==> config.mk <==
export PLATFORM = sky130hd
export DESIGN_NAME = ldap_message_header_recognizer_top
export DESIGN_NICKNAME = d
export VERILOG_FILES = /design/src/sv/lmhr_pkg.sv /design/src/sv/ldap_message_header_recognizer_top.sv /design/src/sv/lmhr_parser.sv
export SDC_FILE = /design/constraint.sdc
export NUM_CORES = 1
export LEC_CHECK = 0
export BUFFER_PORTS_ARGS = -buffer_cell sky130_fd_sc_hd__buf_2
export CORE_MARGIN = 1
export CORE_UTILIZATION = 40
export DETAILED_ROUTE_END_ITERATION = 7
export GPL_TIMING_DRIVEN = 0
export PLACE_DENSITY_LB_ADDON = 0.08
export SYNTH_ARGS = -nofsm -noshare
export SYNTH_HDL_FRONTEND = slang
export SYNTH_SLANG_ARGS = --single-unit
==> constraint.sdc <==
create_clock -name clk -period 7.43 [get_ports clk]
set_input_delay 0.3715 -clock clk [delete_from_list [all_inputs] [get_ports clk]]
set_output_delay 0.3715 -clock clk [all_outputs]
set_load 0.02 [all_outputs]
==> src/sv/lmhr_pkg.sv <==
`default_nettype none
package lmhr_pkg;

  localparam int unsigned LabelWidth = 16;
  localparam int unsigned LimitWidth = 16;

  localparam logic [LabelWidth-1:0] MATCH_LABEL_RESET = 16'd389;

  // configuration register indexes
  localparam logic REG_MATCH_LABEL = 1'b0;

  // header bytes and limits
  localparam logic [7:0] SEQ_TAG_BYTE = 8'h30;
  localparam logic [4:0] INT_TAG_CODE = 5'h02;
  localparam logic [7:0] RES_TAG_BYTE = 8'h02;
  localparam logic [1:0] APP_CLASS    = 2'b01;
  localparam logic [4:0] MAX_OP_TAG   = 5'd25;
  localparam logic [6:0] MAX_INT_LEN  = 7'd4;
  localparam logic [2:0] MIN_START    = 3'd7;
  localparam logic [15:0] MIN_RESET   = 16'd7;

  // one payload byte request
  typedef struct packed {
    logic [7:0]            data_byte;
    logic [LimitWidth-1:0] record_limit;
    logic                  last_byte;
  } step_t;

  // running minimum plus a signed amount, clamped to 0..65535
  function automatic logic [15:0] grow(input logic [15:0] cur, input logic signed [8:0] amt);
    logic signed [17:0] m;
    m = $signed({2'b00, cur}) + 18'(amt);
    if (m < 18'sd0) begin
      grow = 16'd0;
    end else if (m > 18'sd65535) begin
      grow = 16'hFFFF;
    end else begin
      grow = m[15:0];
    end
  endfunction

endpackage
`default_nettype wire

==> src/sv/ldap_message_header_recognizer_top.sv <==
`default_nettype none
// LDAP message header recognizer. Payload bytes enter one per request on the
// input channel together with the record limit and a last-byte flag; on the
// byte flagged last the block delivers one result request carrying
// match_label when the bytes opened a BER-encoded LDAP message (sequence tag,
// length, message-id integer, application-class operation tag, and for
// responses a following integer tag) and the payload held at least seven
// bytes, and 0 otherwise. The parser then returns to its start state for the
// next payload. Bytes that are not last produce no result. The block takes one
// byte every cycle while the input is not stalled: a byte is registered at the
// input, then the header state machine updates and a last byte's result goes
// into the output register. The input stalls only when a last byte waits in
// the input register while the output register holds a stalled result.
// match_label sits at byte address 0 of the APB port (reset 389) and should
// be written only while no payload is in flight.
module ldap_message_header_recognizer_top (
  input  wire logic                            clk,
  input  wire logic                            rst,
  // apb configuration
  input  wire logic                            psel,
  input  wire logic                            penable,
  input  wire logic                            pwrite,
  input  wire logic [2:0]                      paddr,
  input  wire logic [31:0]                     pwdata,
  output logic      [31:0]                     prdata,
  output logic                                 pready,
  // input channel
  input  wire logic                            in_valid,
  output logic                                 in_stall,
  input  wire logic [7:0]                      data_byte,
  input  wire logic [lmhr_pkg::LimitWidth-1:0] record_limit,
  input  wire logic                            last_byte,
  // output channel
  output logic                                 out_valid,
  input  wire logic                            out_stall,
  output logic      [lmhr_pkg::LabelWidth-1:0] label
);
  import lmhr_pkg::*;

  logic [LabelWidth-1:0] match_label;
  logic                  s1_valid;
  step_t                 s1;
  logic                  process;
  logic                  in_take;
  logic [LabelWidth-1:0] parser_label;

  // configuration register, always ready
  assign pready = 1'b1;
  assign prdata = (paddr[2] == REG_MATCH_LABEL) ? {16'd0, match_label} : 32'd0;

  always_ff @(posedge clk) begin
    if (rst) begin
      match_label <= MATCH_LABEL_RESET;
    end else if (psel && penable && pwrite && paddr[2] == REG_MATCH_LABEL) begin
      match_label <= pwdata[LabelWidth-1:0];
    end
  end

  // the registered byte moves on unless it needs the output register and
  // that register is still blocked
  assign process  = s1_valid && (!s1.last_byte || !out_valid || !out_stall);
  assign in_stall = s1_valid && !process;
  assign in_take  = in_valid && !in_stall;

  always_ff @(posedge clk) begin
    if (rst) begin
      s1_valid <= 1'b0;
    end else begin
      s1_valid <= in_take || (s1_valid && !process);
    end
  end

  // payload register, no reset needed
  always_ff @(posedge clk) begin
    if (in_take) begin
      s1.data_byte    <= data_byte;
      s1.record_limit <= record_limit;
      s1.last_byte    <= last_byte;
    end
  end

  lmhr_parser u_parser (
    .clk         (clk),
    .rst         (rst),
    .en          (process),
    .step        (s1),
    .match_label (match_label),
    .label       (parser_label)
  );

  // result register
  always_ff @(posedge clk) begin
    if (rst) begin
      out_valid <= 1'b0;
    end else if (process && s1.last_byte) begin
      out_valid <= 1'b1;
    end else if (!out_stall) begin
      out_valid <= 1'b0;
    end
  end

  always_ff @(posedge clk) begin
    if (process && s1.last_byte) begin
      label <= parser_label;
    end
  end

  // a held result is never overwritten by a new one
  a_no_overwrite: assert property (@(posedge clk) disable iff (rst)
    (out_valid && out_stall) |-> !(process && s1.last_byte))
    else $error("result register overwritten while stalled");

  // stall only comes from a buffered last byte blocked at the output
  a_stall_cause: assert property (@(posedge clk) disable iff (rst)
    in_stall |-> (s1_valid && s1.last_byte && out_valid && out_stall))
    else $error("input stalled without a blocked result");

  // a result appears only after a last byte was processed
  a_result_source: assert property (@(posedge clk) disable iff (rst)
    $rose(out_valid) |-> $past(process && s1.last_byte))
    else $error("result without a last byte");

endmodule
`default_nettype wire

==> src/sv/lmhr_parser.sv <==
`default_nettype none
module lmhr_parser (
  input  wire logic                              clk,
  input  wire logic                              rst,
  input  wire logic                              en,
  input  wire lmhr_pkg::step_t                   step,
  input  wire logic [lmhr_pkg::LabelWidth-1:0]   match_label,
  output logic      [lmhr_pkg::LabelWidth-1:0]   label
);
  import lmhr_pkg::*;

  typedef enum logic [3:0] {
    PH_SEQ_TAG, PH_SEQ_LEN, PH_SEQ_SKIP, PH_INT_TAG, PH_INT_LEN, PH_INT_SKIP,
    PH_OP_TAG, PH_OP_LEN, PH_OP_SKIP, PH_RES_TAG, PH_DONE
  } phase_t;

  typedef enum logic [1:0] {VD_UNDECIDED, VD_YES, VD_NO} verdict_t;

  phase_t      phase, phase_next;
  verdict_t    verdict, verdict_next;
  logic [2:0]  byte_count, byte_count_next;
  logic [6:0]  skip_left, skip_left_next;
  logic [15:0] min_needed, min_needed_next;
  logic        response_op, response_op_next;

  logic [7:0]  b;
  logic [6:0]  len;
  logic [15:0] lim;
  logic [15:0] m1, m2;

  assign b   = step.data_byte;
  assign len = b[6:0];
  assign lim = step.record_limit;

  always_comb begin
    phase_next       = phase;
    verdict_next     = verdict;
    skip_left_next   = skip_left;
    min_needed_next  = min_needed;
    response_op_next = response_op;
    m1 = grow(min_needed, $signed({2'b00, len}));
    m2 = grow(m1, 9'sd2);
    unique case (phase)
      PH_SEQ_TAG: begin
        if (b != SEQ_TAG_BYTE) begin
          verdict_next = VD_NO;
          phase_next   = PH_DONE;
        end else begin
          phase_next = PH_SEQ_LEN;
        end
      end
      PH_SEQ_LEN: begin
        if (b[7]) begin
          min_needed_next = m1;
          if (lim < m1) begin
            verdict_next = VD_NO;
            phase_next   = PH_DONE;
          end else begin
            skip_left_next = len;
            phase_next     = (len != 7'd0) ? PH_SEQ_SKIP : PH_INT_TAG;
          end
        end else begin
          phase_next = PH_INT_TAG;
        end
      end
      PH_SEQ_SKIP: begin
        skip_left_next = skip_left - 7'd1;
        if (skip_left == 7'd1) phase_next = PH_INT_TAG;
      end
      PH_INT_TAG: begin
        if (b[4:0] != INT_TAG_CODE) begin
          verdict_next = VD_NO;
          phase_next   = PH_DONE;
        end else begin
          phase_next = PH_INT_LEN;
        end
      end
      PH_INT_LEN: begin
        if (len > MAX_INT_LEN) begin
          verdict_next = VD_NO;
          phase_next   = PH_DONE;
        end else begin
          min_needed_next = grow(min_needed, $signed({2'b00, len}) - 9'sd1);
          if (lim < min_needed_next) begin
            verdict_next = VD_NO;
            phase_next   = PH_DONE;
          end else begin
            skip_left_next = len;
            phase_next     = (len != 7'd0) ? PH_INT_SKIP : PH_OP_TAG;
          end
        end
      end
      PH_INT_SKIP: begin
        skip_left_next = skip_left - 7'd1;
        if (skip_left == 7'd1) phase_next = PH_OP_TAG;
      end
      PH_OP_TAG: begin
        if (b[7:6] != APP_CLASS || b[4:0] > MAX_OP_TAG) begin
          verdict_next = VD_NO;
          phase_next   = PH_DONE;
        end else begin
          response_op_next = b[0];
          phase_next       = PH_OP_LEN;
        end
      end
      PH_OP_LEN: begin
        if (b[7]) begin
          // long-form operation length is taken at once
          verdict_next = VD_YES;
          phase_next   = PH_DONE;
        end else begin
          min_needed_next = m1;
          if (lim < m1) begin
            verdict_next = VD_NO;
            phase_next   = PH_DONE;
          end else if (!response_op) begin
            verdict_next = VD_YES;
            phase_next   = PH_DONE;
          end else begin
            min_needed_next = m2;
            if (lim < m2) begin
              verdict_next = VD_NO;
              phase_next   = PH_DONE;
            end else begin
              skip_left_next = len;
              phase_next     = (len != 7'd0) ? PH_OP_SKIP : PH_RES_TAG;
            end
          end
        end
      end
      PH_OP_SKIP: begin
        skip_left_next = skip_left - 7'd1;
        if (skip_left == 7'd1) phase_next = PH_RES_TAG;
      end
      PH_RES_TAG: begin
        verdict_next = (b == RES_TAG_BYTE) ? VD_YES : VD_NO;
        phase_next   = PH_DONE;
      end
      PH_DONE: begin
      end
      default: begin
      end
    endcase
  end

  // byte count only matters up to the minimum payload size
  assign byte_count_next = (byte_count == MIN_START) ? MIN_START : byte_count + 3'd1;

  assign label = (verdict_next == VD_YES && byte_count_next == MIN_START) ?
                 match_label : '0;

  always_ff @(posedge clk) begin
    if (rst) begin
      phase       <= PH_SEQ_TAG;
      verdict     <= VD_UNDECIDED;
      byte_count  <= 3'd0;
      skip_left   <= 7'd0;
      min_needed  <= MIN_RESET;
      response_op <= 1'b0;
    end else if (en) begin
      if (step.last_byte) begin
        phase       <= PH_SEQ_TAG;
        verdict     <= VD_UNDECIDED;
        byte_count  <= 3'd0;
        skip_left   <= 7'd0;
        min_needed  <= MIN_RESET;
        response_op <= 1'b0;
      end else begin
        phase       <= phase_next;
        verdict     <= verdict_next;
        byte_count  <= byte_count_next;
        skip_left   <= skip_left_next;
        min_needed  <= min_needed_next;
        response_op <= response_op_next;
      end
    end
  end

endmodule
`default_nettype wire
==> results of run 1 <==
[synth_stat cells, types with 10 or more instances]
cell type | count | area, um2
sky130_fd_sc_hd__a211oi_1 | 15 | 112.6
sky130_fd_sc_hd__a21o_1 | 20 | 150.1
sky130_fd_sc_hd__a21oi_1 | 79 | 395.4
sky130_fd_sc_hd__a31oi_1 | 10 | 62.56
sky130_fd_sc_hd__and2_1 | 24 | 150.1
sky130_fd_sc_hd__buf_4 | 20 | 150.1
sky130_fd_sc_hd__clkbuf_1 | 28 | 105.1
sky130_fd_sc_hd__dfxtp_1 | 51 | 1021
sky130_fd_sc_hd__edfxtp_1 | 41 | 1231
sky130_fd_sc_hd__ha_1 | 75 | 938.4
sky130_fd_sc_hd__inv_1 | 33 | 123.9
sky130_fd_sc_hd__nand2_1 | 113 | 424.2
sky130_fd_sc_hd__nand2b_1 | 15 | 93.84
sky130_fd_sc_hd__nand3_1 | 25 | 125.1
sky130_fd_sc_hd__nand4_1 | 12 | 75.07
sky130_fd_sc_hd__nor2_1 | 85 | 319.1
sky130_fd_sc_hd__nor2b_1 | 30 | 187.7
sky130_fd_sc_hd__nor3_1 | 24 | 120.1
sky130_fd_sc_hd__o211ai_1 | 12 | 90.09
sky130_fd_sc_hd__o21a_1 | 11 | 82.58
sky130_fd_sc_hd__o21ai_0 | 74 | 370.4
sky130_fd_sc_hd__o31ai_1 | 11 | 82.58
sky130_fd_sc_hd__xnor2_1 | 22 | 192.7
[metrics by stage]
step,setup slack (ns),instances,util [%]
after global placement,-0.3354,1384,44.87
final,0.4888,1401,46.74
after floorplan,1.405,1032,-
after global routing,0.05234,1401,46.74
after CTS,0.003977,1400,46.46
after detailed placement,-0.2241,1384,44.87
[final timing paths]
kind | from | endpoint | slack [ns] | cells after the start
worst min-delay path | data_byte[6] | s1[23] | 0.17 | 1
worst min register to register | match_label[9] | match_label[9] | 0.46 | 2
worst max-delay path | s1[21] | label[2] | 0.49 | 25
worst max register to register | s1[21] | label[2] | 0.49 | 25
[worst register-to-register path, delay by kind of cell, from the launching register on]
family          cells  cell delay, ns
simple gates        7            1.65
flops               1            0.54
fa+ha+maj           2            0.65
compound gates     12            2.88
buf+inv             4            1.00
[area by class of cell]
cell class / instances / area share [%]
timing repair buffer: 84 / 4.631
multi-input combinational: 850 / 60.33
sequential: 92 / 23.82
clock inverter: 7 / 0.8468
tap: 270 / 3.572
inverter: 34 / 1.350
buffer: 55 / 3.070
clock buffer: 9 / 2.382
[power by group through the flow]
stage / Combinational (uW) / Clock [uW] / Sequential, uW
2_1_floorplan: 222 / 0 / 569
3_3_place_gp: 308 / 0 / 575
3_5_place_dp: 311 / 0 / 575
4_1_cts: 314 / 499 / 564
5_1_grt: 356 / 514 / 566
6_report: 320 / 486 / 564
[sequential cells by signal, summed over array words and instances, names as in the netlist]
register,cells
u_parser.byte_count,3
out_valid,1
u_parser.response_op,1
u_parser.skip_left,7
s1_valid,1
s1,25
u_parser.min_needed,16
u_parser.phase,4
match_label,16
label,16
u_parser.verdict,2
[timing repair]
item | in CTS | in global routing
gates resized for setup | 2 | 7
hold endpoints to repair | 0 | 0
hold buffers | 0 | 0
pin swaps | 1 | 2
endpoints found under the setup margin | 23 | 27
setup buffers | 0 | 2
[metal layers]
metal	share of wire [%]	wire, um	vias up	global-route usage (%)
met4	3.4	906	0	11.32
met2	42	11290	338	37.37
met5	0	0	-	0
li1	-	-	3976	-
met1	46	12330	3763	35.61
met3	8.1	2152	49	4.420
[kinds of logic (layout without fill, tap and decap cells)]
group | Yosys count | count (layout) | share of synthesized area [%]
mux | 11 | 11 | 1.391
compound gates | 326 | 326 | 27.50
flops | 92 | 92 | 27.21
other cells | 2 | 17 | 0.09075
buf+inv | 90 | 189 | 5.080
fa+ha+maj | 78 | 78 | 11.96
simple gates | 387 | 387 | 23.48
xor+xnor | 31 | 31 | 3.281
==> impl_metrics.py, run 1 <==
metrics = {
    "power_and_ir_drop": {
        "cellInternalPower_uw": 905.2,
        "switching_share_pct": 33.93,
        "power_frac_clock_pct": 35.5,
        "report.power.total_uw": 1370,
        "comb_power_share_pct": 23.3,
        "pwr_density_cell_nw_per_um2": 144.9,
        "net-switching-power_uw": 464.9,
        "power_frac_seq_pct": 41.2,
        "p_leak_uw": 0.003793,
        "vdd_drop_max_mv": 0.1040,
    },
    "place": {
        "gp_routability_congestion": 0.9546,
        "port-buffer-count": 82,
        "place_area_um2": 9080,
        "dp_wirelength_um": 20950,
    },
    "timing": {
        "fmax_mhz": 144.1,
        "holdWs_ns": 0.1723,
        "least_margin_pin_slew_ns": 1.320,
        "fin_skew_ns": 0.009933,
        "rsz0062_at_grt": "no",
        "finalSetupViolations": 0,
        "min_period_ns": 6.941,
        "slew_viol_final": 0,
        "period_share_pct": 93.42,
        "fin_tns_setup_ns": 0,
        "worst_slew_margin_rel_pct": 11.26,
        "final-hold-violation-count": 0,
    },
    "clocking": {
        "clk_transition_reported_paths_ns": 0.08,
        "tritoncts.num_buffers": 9,
        "clk_tree_root_cell": "sky130_fd_sc_hd__clkbuf_16",
        "cts_buffer_depth": 2,
        "worstSkewPairLatency_ns": 0.37,
        "number_of_h_tree_levels": 3,
        "clock_sink_count": 92,
        "tritoncts": "built",
    },
    "setup_path": {
        "setup.worst_path.end_class": "register",
        "worstSetupPathType": "register to register",
        "cpPeakStageDelay_ns": 0.54,
        "endpoint_arrival_time_on_the_critical_path_ns": 7.06,
        "slowest_stage_cell_cp": "sky130_fd_sc_hd__edfxtp_1",
        "critical_path.top_delay_family": "compound AO/OA/AOI/OAI gates",
        "crit_required_ns": 7.55,
        "path_buf_inv": 4,
        "setup.worst_path.start_class": "register",
        "critPathMaxFanout": 15,
    },
    "route": {
        "firstDrtPassIters": 5,
        "post_drt_via_cell_ratio": 5.800,
        "wire_per_inst_um": 19.04,
        "number_of_drc_markers_after_the_initial_detailed_route_iteration": 645,
        "totalWireLength_um": 26670,
        "vias": 8126,
        "drc": 0,
        "postRouteAntennaNets": 0,
    },
    "global_route": {
        "grt.overflow.total": 0,
        "antenna_found_initial": 0,
        "grt_first_pass_wirelength_um": 41500,
        "gr-usage-all-layers_pct": 25.24,
        "grt_pass1_vias": 7439,
        "grt_max_degree": 26,
    },
    "synthesis": {
        "synth_area_um2": 8275,
        "synthesis.yosys.warnings": 0,
        "post_synth.cell_area_avg_um2": 8.137,
        "synth-main-ff-cell": "sky130_fd_sc_hd__dfxtp_1",
        "syn-instance-count": 1017,
        "synth-async-reset-ratio_pct": 0,
        "ys_seq_elements": 92,
        "netlist-cell-type-count": 88,
        "number_of_synthesized_flops_with_an_enable_pin": 41,
        "synth.yosys.seq_area_share_pct": 27.21,
    },
    "floorplanning": {
        "chipHeight_um": 145.8,
        "rows": 52,
        "core_um2": 20230,
        "num_io_pins": 118,
        "start_util_pct": 40.90,
        "die_w_um": 145.8,
        "die-area_um2": 21270,
    },
    "final_layout": {
        "commonest_cells_after_routing_fill_and_taps_aside": "sky130_fd_sc_hd__nand2_1 (113), sky130_fd_sc_hd__buf_2 (88), sky130_fd_sc_hd__nor2_1 (85), sky130_fd_sc_hd__a21oi_1 (77), sky130_fd_sc_hd__ha_1 (75)",
        "antenna-diode-count": 0,
        "final_common_cell": "sky130_fd_sc_hd__nand2_1",
        "final.fill_count": 2064,
        "layout.nets": 1270,
        "multiInputGateArea_um2": 5705,
        "design_area_um2": 9457,
        "sequential_cell_area_um2": 2252,
        "area_growth_pct": 14.27,
        "layout-drive-gt1-share_pct": 15.21,
    },
    "status": {
        "outcome": "completed",
    },
    "worst_hold_path": {
        "min-delay-path-class": "primary input to register",
    },
    "job": {
        "max_cap_violations": 0,
    },
}
Note: power is estimated with default switching activity, not from simulation.
==> run 2: changes to the inputs <==
CORE_UTILIZATION = 50   (was 40)
CTS_CLUSTER_DIAMETER = 60   (was default)
==> run 2 against run 1 <==
Against the previous run: the run now ends with capacitance limit, slew limit left; die area down 20%; sequential power about the same; sequential share of layout area up 0.23 points; non-clock buffer count down 1; clock power down 2%; core utilization up 12 points; clock skew about the same; cell area down 0.97%; fmax down 1.2%; sequential cell count unchanged; largest power group unchanged.
==> impl_metrics.py, run 2 (same netlist as run 1, synthesis figures left out) <==
metrics = {
    "setup_path": {
        "path_cells": "ha_1 > inv_1 > fa_1 > nand2b_1 > a211o_1 > a21oi_2 > nand3_2 > nand2_1 > ha_1 > inv_1 > a2111oi_4 > nor3b_1 > mux2_2 > ha_1 > nand2_1 > or3_1 > o41a_1 > a21o_1 > o31a_1 > a2111oi_4 > buf_4 > and2_1",
        "setup.worst_path.start_class": "register",
        "worstSetupPathType": "register to register",
        "cpPeakStageDelay_ns": 0.58,
        "critical_path_depth": 22,
        "path_buf_inv": 3,
        "timing.critical_path.mode_cell": "sky130_fd_sc_hd__ha_1",
        "crit_required_ns": 7.67,
        "timing.reg2reg.setup_slack_ns": 0.40,
        "endpoint_arrival_time_on_the_critical_path_ns": 7.26,
        "r2r_cells": 22,
        "slowest_stage_cell_cp": "sky130_fd_sc_hd__edfxtp_1",
        "critPathMaxFanout": 10,
        "setup.worst_path.end_class": "register",
        "critical_path.reg2reg.endpoint": "label[8]",
        "worst_reg2reg_startpoint": "s1[17]",
        "critical_path.top_delay_family": "compound AO/OA/AOI/OAI gates",
    },
    "timing": {
        "final-hold-violation-count": 0,
        "fmax_mhz": 142.3,
        "fin_tns_setup_ns": 0,
        "fin_skew_ns": 0.009609,
        "finalSetupViolations": 0,
        "worst_slew_margin_rel_pct": -0.1761,
        "slew_viol_final": 1,
        "rsz0062_at_grt": "no",
        "period_share_pct": 94.58,
        "min_period_ns": 7.027,
        "least_margin_pin_slew_ns": 1.490,
    },
    "job": {
        "max_cap_violations": 1,
    },
    "route": {
        "number_of_drc_markers_after_the_initial_detailed_route_iteration": 655,
        "wire_per_inst_um": 18.74,
        "postRouteAntennaNets": 0,
        "post_drt_via_cell_ratio": 6.076,
        "totalWireLength_um": 25230,
        "drc": 0,
        "firstDrtPassIters": 6,
        "vias": 8178,
    },
    "floorplanning": {
        "die-area_um2": 17070,
        "chipHeight_um": 130.7,
        "start_util_pct": 51.72,
        "core_um2": 16000,
        "rows": 46,
        "die_w_um": 130.7,
        "num_io_pins": 118,
    },
    "clocking": {
        "clk_tree_root_cell": "sky130_fd_sc_hd__clkbuf_16",
        "tritoncts.num_buffers": 9,
        "number_of_h_tree_levels": 3,
        "clk_transition_reported_paths_ns": 0.08,
        "worstSkewPairLatency_ns": 0.37,
        "tritoncts": "built",
        "clock_sink_count": 92,
        "cts_buffer_depth": 2,
        "holdBufCountCts": 0,
    },
    "worst_hold_path": {
        "hold_path_depth": 1,
        "min-delay-path-class": "primary input to register",
        "timing.hold.worst.start": "record_limit[2]",
        "whs_endpoint": "s1[3]",
    },
    "final_layout": {
        "final.fill_count": 1545,
        "area_growth_pct": 13.17,
        "design_area_um2": 9365,
        "commonest_cells_after_routing_fill_and_taps_aside": "sky130_fd_sc_hd__nand2_1 (113), sky130_fd_sc_hd__buf_2 (88), sky130_fd_sc_hd__nor2_1 (85), sky130_fd_sc_hd__a21oi_1 (77), sky130_fd_sc_hd__ha_1 (75)",
        "antenna-diode-count": 0,
        "layout.nets": 1269,
        "largest_reg_flops": 25,
        "final_common_cell": "sky130_fd_sc_hd__nand2_1",
        "sequential_cell_area_um2": 2252,
        "layout-drive-gt1-share_pct": 15.04,
        "top_register": "s1",
        "multiInputGateArea_um2": 5705,
    },
    "place": {
        "dp_wirelength_um": 19770,
        "gp_routability_congestion": 0.9536,
        "port-buffer-count": 82,
        "place_area_um2": 9012,
    },
    "status": {
        "failed_checks": "capacitance limit, slew limit",
        "outcome": "finished, violations left",
    },
    "global_route": {
        "grt_pass1_vias": 7305,
        "grt.overflow.total": 0,
        "antenna_found_initial": 0,
        "gr-usage-all-layers_pct": 30.24,
        "grt_first_pass_wirelength_um": 38900,
        "grt_max_degree": 26,
    },
    "power_and_ir_drop": {
        "p_leak_uw": 0.003781,
        "pwr_density_cell_nw_per_um2": 144.3,
        "vdd_drop_max_mv": 0.1137,
    },
}
[run 2: changes by cell type in the layout (fill, tap and decap cells not counted)]
cell	before	now
sky130_fd_sc_hd__buf_12	1	0
sky130_fd_sc_hd__clkbuf_1	26	27
sky130_fd_sc_hd__clkbuf_2	1	0
sky130_fd_sc_hd__clkinv_8	2	1
sky130_fd_sc_hd__inv_6	1	0
sky130_fd_sc_hd__inv_8	2	4
[run 2: worst max path at each step]
stage,slack (ns),to,startpoint
after floorplan,1.40,label[10],s1[17]
after global placement,-0.12,label[10],s1[21]
after detailed placement,-0.13,label[8],s1[20]
after CTS,0.04,label[8],s1[17]
after global routing,0.08,label[8],s1[21]
final,0.40,label[8],s1[17]
[run 2: cell type report]
cell class | count | area share (%)
Buffer | 55 | 3.086
Clock buffer | 9 | 2.405
Multi-Input combinational cell | 850 | 60.92
Clock inverter | 7 | 0.8283
Inverter | 34 | 1.363
Sequential cell | 92 | 24.05
Timing Repair Buffer | 83 | 4.462
Tap cell | 216 | 2.886
[run 2: report_power, final]
group | switching, uW | leakage [uW] | internal [uW]
combinational | 194 | 0.00282 | 119
sequential | 19.5 | 0.000814 | 544
clock | 234 | 0.000146 | 240
total | 448 | 0.00378 | 904
[run 2: repair_timing]
action                                  4_1_cts  5_1_grt
buffers inserted                              0        1
endpoints found under the setup margin       12       26
pin swaps                                     0        1
gates resized for setup                       2        5
[run 2: through the flow]
stage,cells,setup slack [ns],hold slack [ns],util (%),total power [uW]
final,1346,0.4029,0.1781,58.53,1352
after CTS,1346,0.03951,0.1729,58.31,1352
after global routing,1346,0.08341,0.1723,58.53,1415
after detailed placement,1330,-0.1329,0.4550,56.33,879.8
after floorplan,1032,1.405,0.4402,-,791.8
after global placement,1330,-0.1203,0.4480,56.33,876.4
[run 2: per-layer routing]
metal	wire (um)	GRT usage [%]	vias to the layer above	share of wire, %
li1	-	-	3973	-
met1	11520	42.94	3757	46
met2	10630	44.60	394	42
met3	2376	5.904	54	9.4
met4	699	12.44	0	2.8
met5	0	0	-	0
